--- src/rtl/core/utf8v_pkg.sv ---
package utf8v_pkg;

    localparam int DATA_W    = 8;
    localparam int LEN_W     = 16;
    localparam int POINT_W   = 21;
    localparam int CFG_IDX_W = 1;

    // Configuration register indexes
    typedef enum logic [CFG_IDX_W-1:0] {
        CFG_MIN_LENGTH = 1'b0,
        CFG_MAX_LENGTH = 1'b1
    } t_cfg_idx;

    localparam logic [LEN_W-1:0] MIN_LENGTH_RST = 16'd15;
    localparam logic [LEN_W-1:0] MAX_LENGTH_RST = 16'd128;

    // Class of the open sequence, sets the least legal code point
    typedef enum logic [1:0] {
        CLS_NONE  = 2'd0,
        CLS_2BYTE = 2'd1,
        CLS_3BYTE = 2'd2,
        CLS_4BYTE = 2'd3
    } t_cls;

    localparam logic [DATA_W-1:0] CTRL_LIMIT = 8'h20;
    localparam logic [DATA_W-1:0] DEL_BYTE   = 8'h7f;
    localparam logic [DATA_W-1:0] ASCII_END  = 8'h80;
    localparam logic [DATA_W-1:0] LEAD2_LO   = 8'hc2;
    localparam logic [DATA_W-1:0] LEAD2_HI   = 8'hdf;
    localparam logic [DATA_W-1:0] LEAD3_LO   = 8'he0;
    localparam logic [DATA_W-1:0] LEAD3_HI   = 8'hef;
    localparam logic [DATA_W-1:0] LEAD4_LO   = 8'hf0;
    localparam logic [DATA_W-1:0] LEAD4_HI   = 8'hf4;
    localparam logic [1:0]        CONT_TAG   = 2'b10;

    localparam logic [POINT_W-1:0] POINT_MAX = 21'h10ffff;
    localparam logic [POINT_W-1:0] SURR_LO   = 21'h00d800;
    localparam logic [POINT_W-1:0] SURR_HI   = 21'h00dfff;
    localparam logic [POINT_W-1:0] MIN_2B    = 21'h000080;
    localparam logic [POINT_W-1:0] MIN_3B    = 21'h000800;
    localparam logic [POINT_W-1:0] MIN_4B    = 21'h010000;

    // Decoder status handed to the result stage
    typedef struct packed {
        logic ok;        // no error and no sequence left open
        logic overflow;  // count stuck at its maximum
    } t_text_status;

    function automatic logic [POINT_W-1:0] least_point(input t_cls cls);
        logic [POINT_W-1:0] v;
        case (cls)
            CLS_2BYTE: v = MIN_2B;
            CLS_3BYTE: v = MIN_3B;
            default:   v = MIN_4B;
        endcase
        return v;
    endfunction

endpackage

--- src/rtl/core/utf8v_in_if.sv ---
interface utf8v_in_if;
    logic                           valid;
    logic                           ready;
    logic [utf8v_pkg::DATA_W-1:0]   data_byte;
    logic                           is_end;

    modport source (output valid, output data_byte, output is_end, input ready);
    modport sink   (input valid, input data_byte, input is_end, output ready);
endinterface

--- src/rtl/core/utf8v_out_if.sv ---
interface utf8v_out_if;
    logic                           valid;
    logic                           ready;
    logic                           well_formed;
    logic [utf8v_pkg::LEN_W-1:0]    char_count;
    logic                           count_saturated;
    logic                           length_ok;

    modport source (output valid, output well_formed, output char_count,
                    output count_saturated, output length_ok, input ready);
    modport sink   (input valid, input well_formed, input char_count,
                    input count_saturated, input length_ok, output ready);
endinterface

--- src/rtl/core/utf8v_decoder.sv ---
module utf8v_decoder #(
    parameter int COUNT_WIDTH = 16
) (
    input  logic                           i_clk,
    input  logic                           i_rst_n,
    input  logic                           i_step,
    input  logic [utf8v_pkg::DATA_W-1:0]   i_byte,
    input  logic                           i_end,
    output utf8v_pkg::t_text_status        o_status,
    output logic [COUNT_WIDTH-1:0]         o_count
);

    logic                           r_err, n_err;
    logic [1:0]                     r_pending, n_pending;
    logic [utf8v_pkg::POINT_W-1:0]  r_partial, n_partial;
    utf8v_pkg::t_cls                r_cls, n_cls;
    logic [COUNT_WIDTH-1:0]         r_count, n_count;
    logic                           r_ovf, n_ovf;

    logic [utf8v_pkg::POINT_W-1:0]  shifted;
    logic                           bad_point;
    logic                           bump;

    assign shifted = {r_partial[utf8v_pkg::POINT_W-7:0], i_byte[5:0]};
    assign bad_point = (shifted < utf8v_pkg::least_point(r_cls))
                    || (shifted > utf8v_pkg::POINT_MAX)
                    || ((shifted >= utf8v_pkg::SURR_LO) && (shifted <= utf8v_pkg::SURR_HI));

    always_comb begin
        n_err     = r_err;
        n_pending = r_pending;
        n_partial = r_partial;
        n_cls     = r_cls;
        bump      = 1'b0;
        if (i_step && !i_end && !r_err) begin
            if (r_pending == 2'd0) begin
                if ((i_byte < utf8v_pkg::CTRL_LIMIT) || (i_byte == utf8v_pkg::DEL_BYTE)) begin
                    n_err = 1'b1;
                end else if (i_byte < utf8v_pkg::ASCII_END) begin
                    bump = 1'b1;
                end else if (i_byte inside {[utf8v_pkg::LEAD2_LO:utf8v_pkg::LEAD2_HI]}) begin
                    n_partial = utf8v_pkg::POINT_W'(i_byte[4:0]);
                    n_pending = 2'd1;
                    n_cls     = utf8v_pkg::CLS_2BYTE;
                end else if (i_byte inside {[utf8v_pkg::LEAD3_LO:utf8v_pkg::LEAD3_HI]}) begin
                    n_partial = utf8v_pkg::POINT_W'(i_byte[3:0]);
                    n_pending = 2'd2;
                    n_cls     = utf8v_pkg::CLS_3BYTE;
                end else if (i_byte inside {[utf8v_pkg::LEAD4_LO:utf8v_pkg::LEAD4_HI]}) begin
                    n_partial = utf8v_pkg::POINT_W'(i_byte[2:0]);
                    n_pending = 2'd3;
                    n_cls     = utf8v_pkg::CLS_4BYTE;
                end else begin
                    n_err = 1'b1;
                end
            end else if (i_byte[7:6] != utf8v_pkg::CONT_TAG) begin
                n_err = 1'b1;
            end else if (r_pending == 2'd1) begin
                // last continuation: check range, then count
                if (bad_point) begin
                    n_err = 1'b1;
                end else begin
                    bump = 1'b1;
                end
                n_pending = 2'd0;
                n_partial = '0;
                n_cls     = utf8v_pkg::CLS_NONE;
            end else begin
                n_partial = shifted;
                n_pending = r_pending - 2'd1;
            end
            if (n_err) begin
                n_pending = 2'd0;
                n_partial = '0;
                n_cls     = utf8v_pkg::CLS_NONE;
            end
        end
    end

    always_comb begin
        n_count = r_count;
        n_ovf   = r_ovf;
        if (bump) begin
            if (r_count == {COUNT_WIDTH{1'b1}}) begin
                n_ovf = 1'b1;
            end else begin
                n_count = r_count + COUNT_WIDTH'(1);
            end
        end
    end

    always_ff @(posedge i_clk) begin
        if (!i_rst_n || (i_step && i_end)) begin
            r_err     <= 1'b0;
            r_pending <= 2'd0;
            r_partial <= '0;
            r_cls     <= utf8v_pkg::CLS_NONE;
            r_count   <= '0;
            r_ovf     <= 1'b0;
        end else begin
            r_err     <= n_err;
            r_pending <= n_pending;
            r_partial <= n_partial;
            r_cls     <= n_cls;
            r_count   <= n_count;
            r_ovf     <= n_ovf;
        end
    end

    assign o_status.ok       = !r_err && (r_pending == 2'd0);
    assign o_status.overflow = r_ovf;
    assign o_count           = r_count;

endmodule

--- src/rtl/core/utf8v_report.sv ---
module utf8v_report #(
    parameter int COUNT_WIDTH = 16
) (
    input  logic                           i_clk,
    input  logic                           i_rst_n,
    input  logic                           i_load,
    input  utf8v_pkg::t_text_status        i_status,
    input  logic [COUNT_WIDTH-1:0]         i_count,
    input  logic [utf8v_pkg::LEN_W-1:0]    i_min_length,
    input  logic [utf8v_pkg::LEN_W-1:0]    i_max_length,
    output logic                           o_free,
    utf8v_out_if.source                    o_out
);

    localparam int EXT_W = (COUNT_WIDTH > utf8v_pkg::LEN_W) ? COUNT_WIDTH
                                                             : utf8v_pkg::LEN_W + 1;

    logic                           r_valid;
    logic                           r_well_formed;
    logic [utf8v_pkg::LEN_W-1:0]    r_char_count;
    logic                           r_saturated;
    logic                           r_length_ok;

    logic [EXT_W-1:0]               count_ext;
    logic                           wide;
    logic                           sat;
    logic [utf8v_pkg::LEN_W-1:0]    clipped;
    logic [utf8v_pkg::LEN_W-1:0]    n_char_count;
    logic                           n_saturated;
    logic                           n_length_ok;

    assign count_ext = EXT_W'(i_count);
    assign wide      = |count_ext[EXT_W-1:utf8v_pkg::LEN_W];
    assign sat       = i_status.overflow || wide;
    assign clipped   = wide ? {utf8v_pkg::LEN_W{1'b1}} : count_ext[utf8v_pkg::LEN_W-1:0];

    // Invalid text reports zeros
    assign n_char_count = i_status.ok ? clipped : '0;
    assign n_saturated  = i_status.ok && sat;
    assign n_length_ok  = i_status.ok && !sat
                       && (clipped >= i_min_length) && (clipped <= i_max_length);

    assign o_free = !r_valid || o_out.ready;

    always_ff @(posedge i_clk) begin
        if (!i_rst_n) begin
            r_valid <= 1'b0;
        end else if (o_free) begin
            r_valid <= i_load;
        end
    end

    always_ff @(posedge i_clk) begin
        if (o_free && i_load) begin
            r_well_formed <= i_status.ok;
            r_char_count  <= n_char_count;
            r_saturated   <= n_saturated;
            r_length_ok   <= n_length_ok;
        end
    end

    assign o_out.valid           = r_valid;
    assign o_out.well_formed     = r_well_formed;
    assign o_out.char_count      = r_char_count;
    assign o_out.count_saturated = r_saturated;
    assign o_out.length_ok       = r_length_ok;

endmodule

--- src/rtl/core/utf8_validate_count_core.sv ---
// Channel  | Dir | Payload                                         | Per request
// ---------+-----+-------------------------------------------------+-----------------------
// i_in     | in  | data_byte[7:0], is_end                          | one byte or end marker
// o_out    | out | well_formed, char_count[15:0], count_saturated, | one per end marker
//          |     | length_ok                                       |
// i_cfg_*  | in  | i_cfg_index, i_cfg_data[15:0]                   | write min/max length
//
// Throughput is one request per cycle unless an end request waits on a stalled result;
// the decode state update is a few gates between the input register and the decoder
// state registers. Results are registered as end requests leave the input register.
// Reset is synchronous, active low; it empties both stages and restores the bounds.
// A stalled result holds the next end request in the input register, which then
// back-pressures i_in; until then, byte requests keep flowing while a result waits.
module utf8_validate_count_core #(
    parameter int COUNT_WIDTH = 16
) (
    input  logic                               i_clk,
    input  logic                               i_rst_n,
    utf8v_in_if.sink                           i_in,
    utf8v_out_if.source                        o_out,
    input  logic                               i_cfg_we,
    input  logic [utf8v_pkg::CFG_IDX_W-1:0]    i_cfg_index,
    input  logic [utf8v_pkg::LEN_W-1:0]        i_cfg_data
);

    // Length bounds
    logic [utf8v_pkg::LEN_W-1:0]    r_min_length;
    logic [utf8v_pkg::LEN_W-1:0]    r_max_length;

    // Input register
    logic                           r_in_valid;
    logic [utf8v_pkg::DATA_W-1:0]   r_in_byte;
    logic                           r_in_end;

    utf8v_pkg::t_text_status        status;
    logic [COUNT_WIDTH-1:0]         count;
    logic                           out_free;
    logic                           advance;
    logic                           take;

    always_ff @(posedge i_clk) begin
        if (!i_rst_n) begin
            r_min_length <= utf8v_pkg::MIN_LENGTH_RST;
            r_max_length <= utf8v_pkg::MAX_LENGTH_RST;
        end else if (i_cfg_we) begin
            case (utf8v_pkg::t_cfg_idx'(i_cfg_index))
                utf8v_pkg::CFG_MIN_LENGTH: r_min_length <= i_cfg_data;
                utf8v_pkg::CFG_MAX_LENGTH: r_max_length <= i_cfg_data;
                default: ;
            endcase
        end
    end

    // Advance a byte always; advance an end request only when the result
    // register can take its result.
    assign advance    = r_in_valid && (!r_in_end || out_free);
    assign i_in.ready = !r_in_valid || advance;
    assign take       = i_in.valid && i_in.ready;

    always_ff @(posedge i_clk) begin
        if (!i_rst_n) begin
            r_in_valid <= 1'b0;
        end else if (i_in.ready) begin
            r_in_valid <= i_in.valid;
        end
    end

    always_ff @(posedge i_clk) begin
        if (take) begin
            r_in_byte <= i_in.data_byte;
            r_in_end  <= i_in.is_end;
        end
    end

    utf8v_decoder #(
        .COUNT_WIDTH (COUNT_WIDTH)
    ) u_decoder (
        .i_clk    (i_clk),
        .i_rst_n  (i_rst_n),
        .i_step   (advance),
        .i_byte   (r_in_byte),
        .i_end    (r_in_end),
        .o_status (status),
        .o_count  (count)
    );

    // Capture the result from the decoder state as it stands before the clear
    utf8v_report #(
        .COUNT_WIDTH (COUNT_WIDTH)
    ) u_report (
        .i_clk        (i_clk),
        .i_rst_n      (i_rst_n),
        .i_load       (advance && r_in_end),
        .i_status     (status),
        .i_count      (count),
        .i_min_length (r_min_length),
        .i_max_length (r_max_length),
        .o_free       (out_free),
        .o_out        (o_out)
    );

endmodule

--- src/flat_wrapper.sv ---
// flat-port wrapper written by rule: the top's interface ports become plain ports
module utf8_validate_count_core_flat 
#(
    parameter int COUNT_WIDTH = 16
)
  (i_clk, i_rst_n, i_cfg_we, i_cfg_index, i_cfg_data, i_in_valid, i_in_data_byte, i_in_is_end, i_in_ready, o_out_valid, o_out_well_formed, o_out_char_count, o_out_count_saturated, o_out_length_ok, o_out_ready);
  utf8v_in_if i_in_i ();
  utf8v_out_if o_out_i ();
  input  logic i_clk;
  input  logic i_rst_n;
  input  logic i_cfg_we;
  input  logic [utf8v_pkg::CFG_IDX_W-1:0] i_cfg_index;
  input  logic [utf8v_pkg::LEN_W-1:0] i_cfg_data;
  input wire logic [$bits(i_in_i.valid)-1:0] i_in_valid;
  input wire logic [$bits(i_in_i.data_byte)-1:0] i_in_data_byte;
  input wire logic [$bits(i_in_i.is_end)-1:0] i_in_is_end;
  output wire logic [$bits(i_in_i.ready)-1:0] i_in_ready;
  output wire logic [$bits(o_out_i.valid)-1:0] o_out_valid;
  output wire logic [$bits(o_out_i.well_formed)-1:0] o_out_well_formed;
  output wire logic [$bits(o_out_i.char_count)-1:0] o_out_char_count;
  output wire logic [$bits(o_out_i.count_saturated)-1:0] o_out_count_saturated;
  output wire logic [$bits(o_out_i.length_ok)-1:0] o_out_length_ok;
  input wire logic [$bits(o_out_i.ready)-1:0] o_out_ready;
  assign i_in_i.valid = i_in_valid;
  assign i_in_i.data_byte = i_in_data_byte;
  assign i_in_i.is_end = i_in_is_end;
  assign i_in_ready = i_in_i.ready;
  assign o_out_valid = o_out_i.valid;
  assign o_out_well_formed = o_out_i.well_formed;
  assign o_out_char_count = o_out_i.char_count;
  assign o_out_count_saturated = o_out_i.count_saturated;
  assign o_out_length_ok = o_out_i.length_ok;
  assign o_out_i.ready = o_out_ready;
  utf8_validate_count_core #(.COUNT_WIDTH(COUNT_WIDTH)) u_core (.i_clk(i_clk), .i_rst_n(i_rst_n), .i_in(i_in_i), .o_out(o_out_i), .i_cfg_we(i_cfg_we), .i_cfg_index(i_cfg_index), .i_cfg_data(i_cfg_data));
endmodule
--- config.mk ---
export PLATFORM = sky130hd
export DESIGN_NAME = utf8_validate_count_core_flat
export DESIGN_NICKNAME = d
export VERILOG_FILES = /design/src/rtl/core/utf8v_pkg.sv /design/src/rtl/core/utf8v_in_if.sv /design/src/rtl/core/utf8v_out_if.sv /design/src/rtl/core/utf8v_decoder.sv /design/src/rtl/core/utf8v_report.sv /design/src/rtl/core/utf8_validate_count_core.sv /design/src/flat_wrapper.sv
export SDC_FILE = /design/constraint.sdc
export NUM_CORES = 1
export LEC_CHECK = 0
export BUFFER_PORTS_ARGS = -buffer_cell sky130_fd_sc_hd__buf_2
export CAP_MARGIN = 30
export CORE_ASPECT_RATIO = 0.9
export CORE_MARGIN = 2
export CORE_UTILIZATION = 50
export CTS_CLUSTER_SIZE = 28
export DETAILED_ROUTE_END_ITERATION = 12
export GPL_TIMING_DRIVEN = 0
export PLACE_DENSITY = 0.73
export SLEW_MARGIN = 0
export SYNTH_ARGS = -nofsm -noshare
export SYNTH_HDL_FRONTEND = slang
export SYNTH_SLANG_ARGS = --single-unit
--- constraint.sdc ---
create_clock -name i_clk -period 3.5 [get_ports i_clk]
set_input_delay 0 -clock i_clk [delete_from_list [all_inputs] [get_ports i_clk]]
set_output_delay 0 -clock i_clk [all_outputs]
set_load 0.02 [all_outputs]
==> metrics, run 1 <==
status finished, final reports clean; CTS tree done; first-pass GRT wire length 19300 µm; Setup crit start kind register; maximum vdd drop 279 µV; syn_nets 615; Hold Path Depth 4; FF-to-FF path depth 12; first drt pass iteration count 6; FP Rows 34; initial core utilization 0.514; Routed Wire Length 11300 µm; Sink Count 99; CTS H-Tree Depth 3; Max-cap violations 0; PD cells 394 nW/µm²; largest family of logic cells by synthesized area simple AND/OR/NAND/NOR gates; hold path start o_out_ready; Final Hold Viols 0; chip height 98.5 µm; CTS clk-pin slew, worst paths 0.10 ns; final slew viol count 0; Syn Std Cell Area 4960 µm²; clk root buf clkbuf_8; grt total ovfl 0; Total GRT Usage 0.225; PortBufs 50; Leakage 2.37 nW; Switching Fraction 0.243; Yosys reg bits 99; largest net degree at the start of global routing 20; worst hold slack 0.0270 ns; DRC Markers 0; Post-Synth Simple-Gate Area 0.201; Final GP Congestion 0.879; WS Path Type reg -> reg; Period minus WS final 2.62 ns; Final Util 0.610; clk buf depth 2; most instantiated library cell after synthesis nand2_1; mux cell area share after synthesis 0.00227; Fillers 819; Final Skew 0.00590 ns; count of cell types in the netlist 48; r2r setup slk 0.88 ns; Post-Layout Cell Count 766; crit share post-route 0.750; Placed Cells incl. Taps 724; Post-synth EDFFs 28; Antenna diodes 0; vias in the first global route 4085; hold crit path type in -> reg; CP required 3.79 ns; r2r endpoint u_core.u_decoder.o_count[1]$_SDFFE_PP0P_; Post-Synth XOR/XNOR Area 0; FFs w/ async S/R, synth 0; clock share of power 0.372; Worst-Skew Late Latency 0.36 ns; Combinational Power Share 0.096; worst reg2reg startpoint u_core.u_decoder.r_cls[0]$_SDFFE_PP0P_; WL/cell 14.8 µm; Ports 52; proportion of layout cells with a drive suffix above 1 0.120; adder-cell share of the synthesized area 0.0933; 1st-iter DRT viols 188; Synth Area in Compound Gates 0.195; Worst Tran Pin Value 0.944 ns; placed inst area 5390 µm²; CP arrival 2.91 ns; cell taking the most area after synthesis dfxtp_1; Final Cell Area 5890 µm²; via density per instance 5.52; Internal 1.76 mW; Flop pwr share 0.532; area of the core 9660 µm²; die width 109 µm; total CTS buffers 9; f_max 381 MHz; setup slack after layout 0.876 ns; Place WS 0.929 ns; Synth top area share 0.286; commonest cells in the netlist nand2_1 (89), dfxtp_1 (71), inv_1 (40), a21oi_1 (39), ha_1 (37); Fin Setup TNS 0 ns; crit path capture type register; post-DP HPWL 8200 µm; final total power 2.32 mW; ys flop type dfxtp_1; ANT nets after route 0; Seq/Total Area, Yosys 0.456; WHS Endpoint u_core.u_report.o_out.valid$_SDFFE_PN0P_; CP Max Fanout 10; antenna violations before repair 0; Syn-to-layout area delta 18.7%; nets 703; Area contributors post-synth dfxtp_1 (29%), edfxtp_1 (17%), ha_1 (9.3%), nand2_1 (6.7%), a21boi_0 (4.2%); Syn Area/Cell 9.07 µm²; warnings from Yosys 0; # setup viols final 0; routed via count 4229; DIE AREA 10700 µm²; NetSw 0.563 mW; Slew HR 0.368; Mapped Cells 547; RSZ-0062 raised after global routing false
-- final cells by class --
class,count,area (µm²),share of cell area
multi-input cells,383,2440,0.414
flip-flops and latches,99,2260,0.384
repair buffers,77,526,0.0892
well taps,126,158,0.0268
inverters,40,150,0.0255
clock buffers,10,149,0.0253
plain buffers,25,111,0.0189
clock inverters,6,93.8,0.0159
-- power by group through the flow --
| stage | Combinational [mW] | Clock (mW) | Sequential (mW) |
|---|---|---|---|
| 6_report | 0.222 | 0.862 | 1.23 |
| 5_1_grt | 0.249 | 0.908 | 1.24 |
| 4_1_cts | 0.219 | 0.868 | 1.23 |
| 3_5_place_dp | 0.196 | 0 | 1.26 |
| 3_3_place_gp | 0.187 | 0 | 1.26 |
| 2_1_floorplan | 0.117 | 0 | 1.26 |
-- logic make-up after synthesis --
group / after synthesis
mux: 1
buf+inv: 65
flops: 99
simple gates: 202
fa+ha+maj: 37
compound gates: 143
-- cells in the final DEF, fill, tap and decap left out, types with 7 or more instances in the layout --
cell and count:
clkbuf_8 9, or4_1 9, nor2b_1 7, a21boi_0 28, inv_1 40, nand4_1 8
dfxtp_1 71, and2_1 19, dlygate4sd3_1 26, o21ai_0 14, nor3_1 7, o31ai_1 10
nand2_1 89, clkbuf_1 21, a21oi_1 39, nand3_1 24, edfxtp_1 28, buf_2 52
a21o_1 10, ha_1 37, nor2_1 18
-- repair_timing --
action / CTS / global route
hold endpoints to repair: 42 / 0
setup buffers: 0 / 0
hold buffers: 26 / 0
resized for setup: 0 / 0
-- worst max-delay path by stage --
stage | from | end | slack [ns] | depth (start not counted)
4_1_cts | u_core.u_decoder.r_cls[0]$_SDFFE_PP0P_ | u_core.u_decoder.o_count[10]$_SDFFE_PP0P_ | 0.89 | 12
3_3_place_gp | u_core.r_in_end$_DFFE_PP_ | u_core.u_decoder.r_partial[4]$_SDFFE_PP0P_ | 0.62 | 5
6_report | u_core.u_decoder.r_cls[0]$_SDFFE_PP0P_ | u_core.u_decoder.o_count[1]$_SDFFE_PP0P_ | 0.88 | 12
3_5_place_dp | u_core.u_decoder.r_cls[0]$_SDFFE_PP0P_ | u_core.u_decoder.o_count[10]$_SDFFE_PP0P_ | 0.93 | 12
5_1_grt | u_core.u_decoder.r_cls[0]$_SDFFE_PP0P_ | u_core.u_decoder.o_count[9]$_SDFFE_PP0P_ | 0.57 | 12
2_1_floorplan | u_core.u_report.o_out.valid$_SDFFE_PN0P_ | u_core.u_decoder.r_partial[4]$_SDFFE_PP0P_ | 1.22 | 5
-- layer usage --
metal	track usage	vias up	share of wire
met4	0.0799	0	0.019
met3	0.0284	19	0.054
li1	-	2126	-
met5	0	-	0
met2	0.353	127	0.44
met1	0.319	1957	0.48
-- registers in the layout, summed over array words and instances, names as in the netlist --
signal / cells
u_core.u_report.o_out.well_formed: 1
u_core.u_decoder.r_cls: 2
u_core.u_decoder.r_ovf: 1
u_core.r_max_length: 16
u_core.u_decoder.r_err: 1
u_core.u_decoder.r_partial: 15
u_core.u_report.o_out.char_count: 16
u_core.u_decoder.r_pending: 2
u_core.u_report.o_out.length_ok: 1
u_core.u_decoder.o_count: 16
u_core.r_in_byte: 8
u_core.u_report.o_out.count_saturated: 1
u_core.r_in_end: 1
u_core.u_report.o_out.valid: 1
u_core.r_min_length: 16
u_core.r_in_valid: 1
-- worst max-delay path, stage by stage (launching register included) --
cell      delay, ns
dfxtp_1        0.36
inv_1          0.05
ha_1           0.27
inv_1          0.04
ha_1           0.18
nor4_1         0.23
nand2_1        0.12
o211a_1        0.23
o21ai_1        0.20
clkbuf_1       0.32
buf_2          0.30
o21ai_1        0.09
a21oi_1        0.16
Power figures use the tool's default switching activity.
==> inputs of run 2 (changes only) <==
==> constraint.sdc (replaced) <==
create_clock -name i_clk -period 2.6 [get_ports i_clk]
set_input_delay 0 -clock i_clk [delete_from_list [all_inputs] [get_ports i_clk]]
set_output_delay 0 -clock i_clk [all_outputs]
set_load 0.02 [all_outputs]
==> metrics, run 2 (synthesis gave the netlist of run 1 again) <==
DIE AREA 10700 µm² (unchanged); Worst-Skew Late Latency 0.36 ns (about the same); proportion of layout cells with a drive suffix above 1 0.127 (was 0.120); vias in the first global route 4089 (was 4085); CTS H-Tree Depth 3 (unchanged); Storage cell area 2260 µm² (unchanged); Syn-to-layout area delta 19.0% (was 18.7%); status finished, final reports clean (unchanged); max incr delay on CP 0.51 ns (was 0.36 ns); setup slack after layout 0.159 ns (was 0.876 ns); WL/cell 14.8 µm (about the same); chip height 98.5 µm (unchanged); CP arrival 2.54 ns (was 2.91 ns); CP required 2.70 ns (was 3.79 ns); ANT nets after route 0 (unchanged); Fillers 816 (was 819); hold crit path type in -> reg (unchanged); # Post-CTS Setup Buffers 0 (unchanged); crit share post-route 0.939 (was 0.750); leading cell types in the layout, fill and taps excluded nand2_1 (89), dfxtp_1 (71), buf_2 (51), inv_1 (40), a21oi_1 (39) (was nand2_1 (89), dfxtp_1 (71), buf_2 (52), inv_1 (40), a21oi_1 (39)); crit path capture type register (unchanged); post-DP HPWL 8200 µm (unchanged); Period minus WS final 2.44 ns (was 2.62 ns); largest net degree at the start of global routing 20 (unchanged); Hold Path Depth 4 (unchanged); Total GRT Usage 0.225 (about the same); area of the core 9660 µm² (unchanged); final slew viol count 0 (unchanged); Final Hold Viols 0 (unchanged); DRC Markers 0 (unchanged); PortBufs 50 (unchanged); via density per instance 5.50 (was 5.52); Final GP Congestion 0.879 (unchanged); Max-cap violations 0 (unchanged); # setup viols final 0 (unchanged); antenna violations before repair 0 (unchanged); Final Skew 0.00728 ns (was 0.00590 ns); Multi-input gate area 2450 µm² (was 2440 µm²); nets 702 (was 703); worst hold slack 0.0276 ns (was 0.0270 ns); most common cell after layout, fill and taps aside nand2_1 (unchanged); first drt pass iteration count 4 (was 6); routed via count 4205 (was 4229); 1st-iter DRT viols 212 (was 188); die width 109 µm (unchanged); clk root buf clkbuf_8 (unchanged); FP Rows 34 (unchanged); Setup crit start kind register (unchanged); CTS clk-pin slew, worst paths 0.10 ns (about the same); clk buf depth 2 (unchanged); FF-to-FF path depth 7 (was 12); initial core utilization 0.514 (unchanged); CP Max Fanout 7 (was 10); grt total ovfl 0 (unchanged); Place WS 0.0292 ns (was 0.929 ns); Sink Count 99 (unchanged); first-pass GRT wire length 19300 µm (about the same); maximum vdd drop 375 µV (was 279 µV); Slew HR 0.347 (was 0.368); Worst Tran Pin Value 0.976 ns (was 0.944 ns); Ports 52 (unchanged); PD cells 528 nW/µm² (was 394 nW/µm²); Leakage 2.38 nW (was 2.37 nW); Final Util 0.612 (was 0.610); WS Path Type reg -> reg (unchanged); CTS tree done (unchanged); Critical Path, Cell by Cell ha_1 -> nor2b_1 -> o21a_1 -> o21ai_1 -> a21oi_1 -> o311a_1 -> a2111oi_1 (was inv_1 -> ha_1 -> inv_1 -> ha_1 -> nor4_1 -> nand2_1 -> o211a_1 -> o21ai_1 -> clkbuf_1 -> buf_2 -> o21ai_1 -> a21oi_1); CP max stage cell dfxtp_1 (unchanged); final total power 3.12 mW (was 2.32 mW); f_max 410 MHz (was 381 MHz); Routed Wire Length 11300 µm (about the same); Antenna diodes 0 (unchanged); total CTS buffers 9 (unchanged)
## run 2: final timing paths
kind                                       startpoint                                         to  slack, ns
min                                       o_out_ready   u_core.u_report.o_out.valid$_SDFFE_PN0P_       0.03
min reg2reg      u_core.r_min_length[15]$_SDFFE_PN0P_       u_core.r_min_length[15]$_SDFFE_PN0P_       0.48
max          u_core.u_decoder.o_count[1]$_SDFFE_PP0P_  u_core.u_report.o_out.length_ok$_DFFE_PP_       0.16
max reg2reg  u_core.u_decoder.o_count[1]$_SDFFE_PP0P_  u_core.u_report.o_out.length_ok$_DFFE_PP_       0.16
## run 2: area by class of cell
cell class | instances | area share
inverters | 40 | 0.0254
flip-flops and latches | 99 | 0.383
clock buffers | 10 | 0.0252
plain buffers | 24 | 0.0195
well taps | 126 | 0.0267
clock inverters | 6 | 0.0159
multi-input cells | 383 | 0.415
repair buffers | 77 | 0.0890
## run 2: power breakdown
group	internal, mW	leakage [nW]	switching (mW)
combinational	0.122	1.43	0.177
sequential	1.63	0.823	0.0309
clock	0.611	0.124	0.546
total	2.36	2.38	0.754
## run 2: per-stage QoR
step	std cells	setup TNS (ns)	instance area [µm²]
finish	765	0	5910
global route	765	-0.00258	5910
CTS	766	0	5890
detailed placement	724	0	5390
global placement	723	-1.47	5370
floorplan	547	0	4960
## run 2: repair_timing
| action | CTS | global route |
|---|---|---|
| gates resized for setup | 1 | 9 |
| endpoints found under the hold margin | 42 | 0 |
| pin swaps | 0 | 0 |
| setup endpoints to repair | 1 | 14 |
| cloned | 0 | 0 |
| hold buffers | 26 | 0 |
## run 2: metal layers
layer	wire length [µm]	global-route usage
met1	5410	0.319
met2	5050	0.354
met3	625	0.0284
met4	222	0.0799
met5	0	0
## run 2: critical path: cells and delay by family (launching register included)
kind,cells,cell delay [ns]
and+or+nand+nor,1,0.14
adders and majority gates,1,0.30
DFF,1,0.51
AOI/OAI and AO/OA,5,1.23
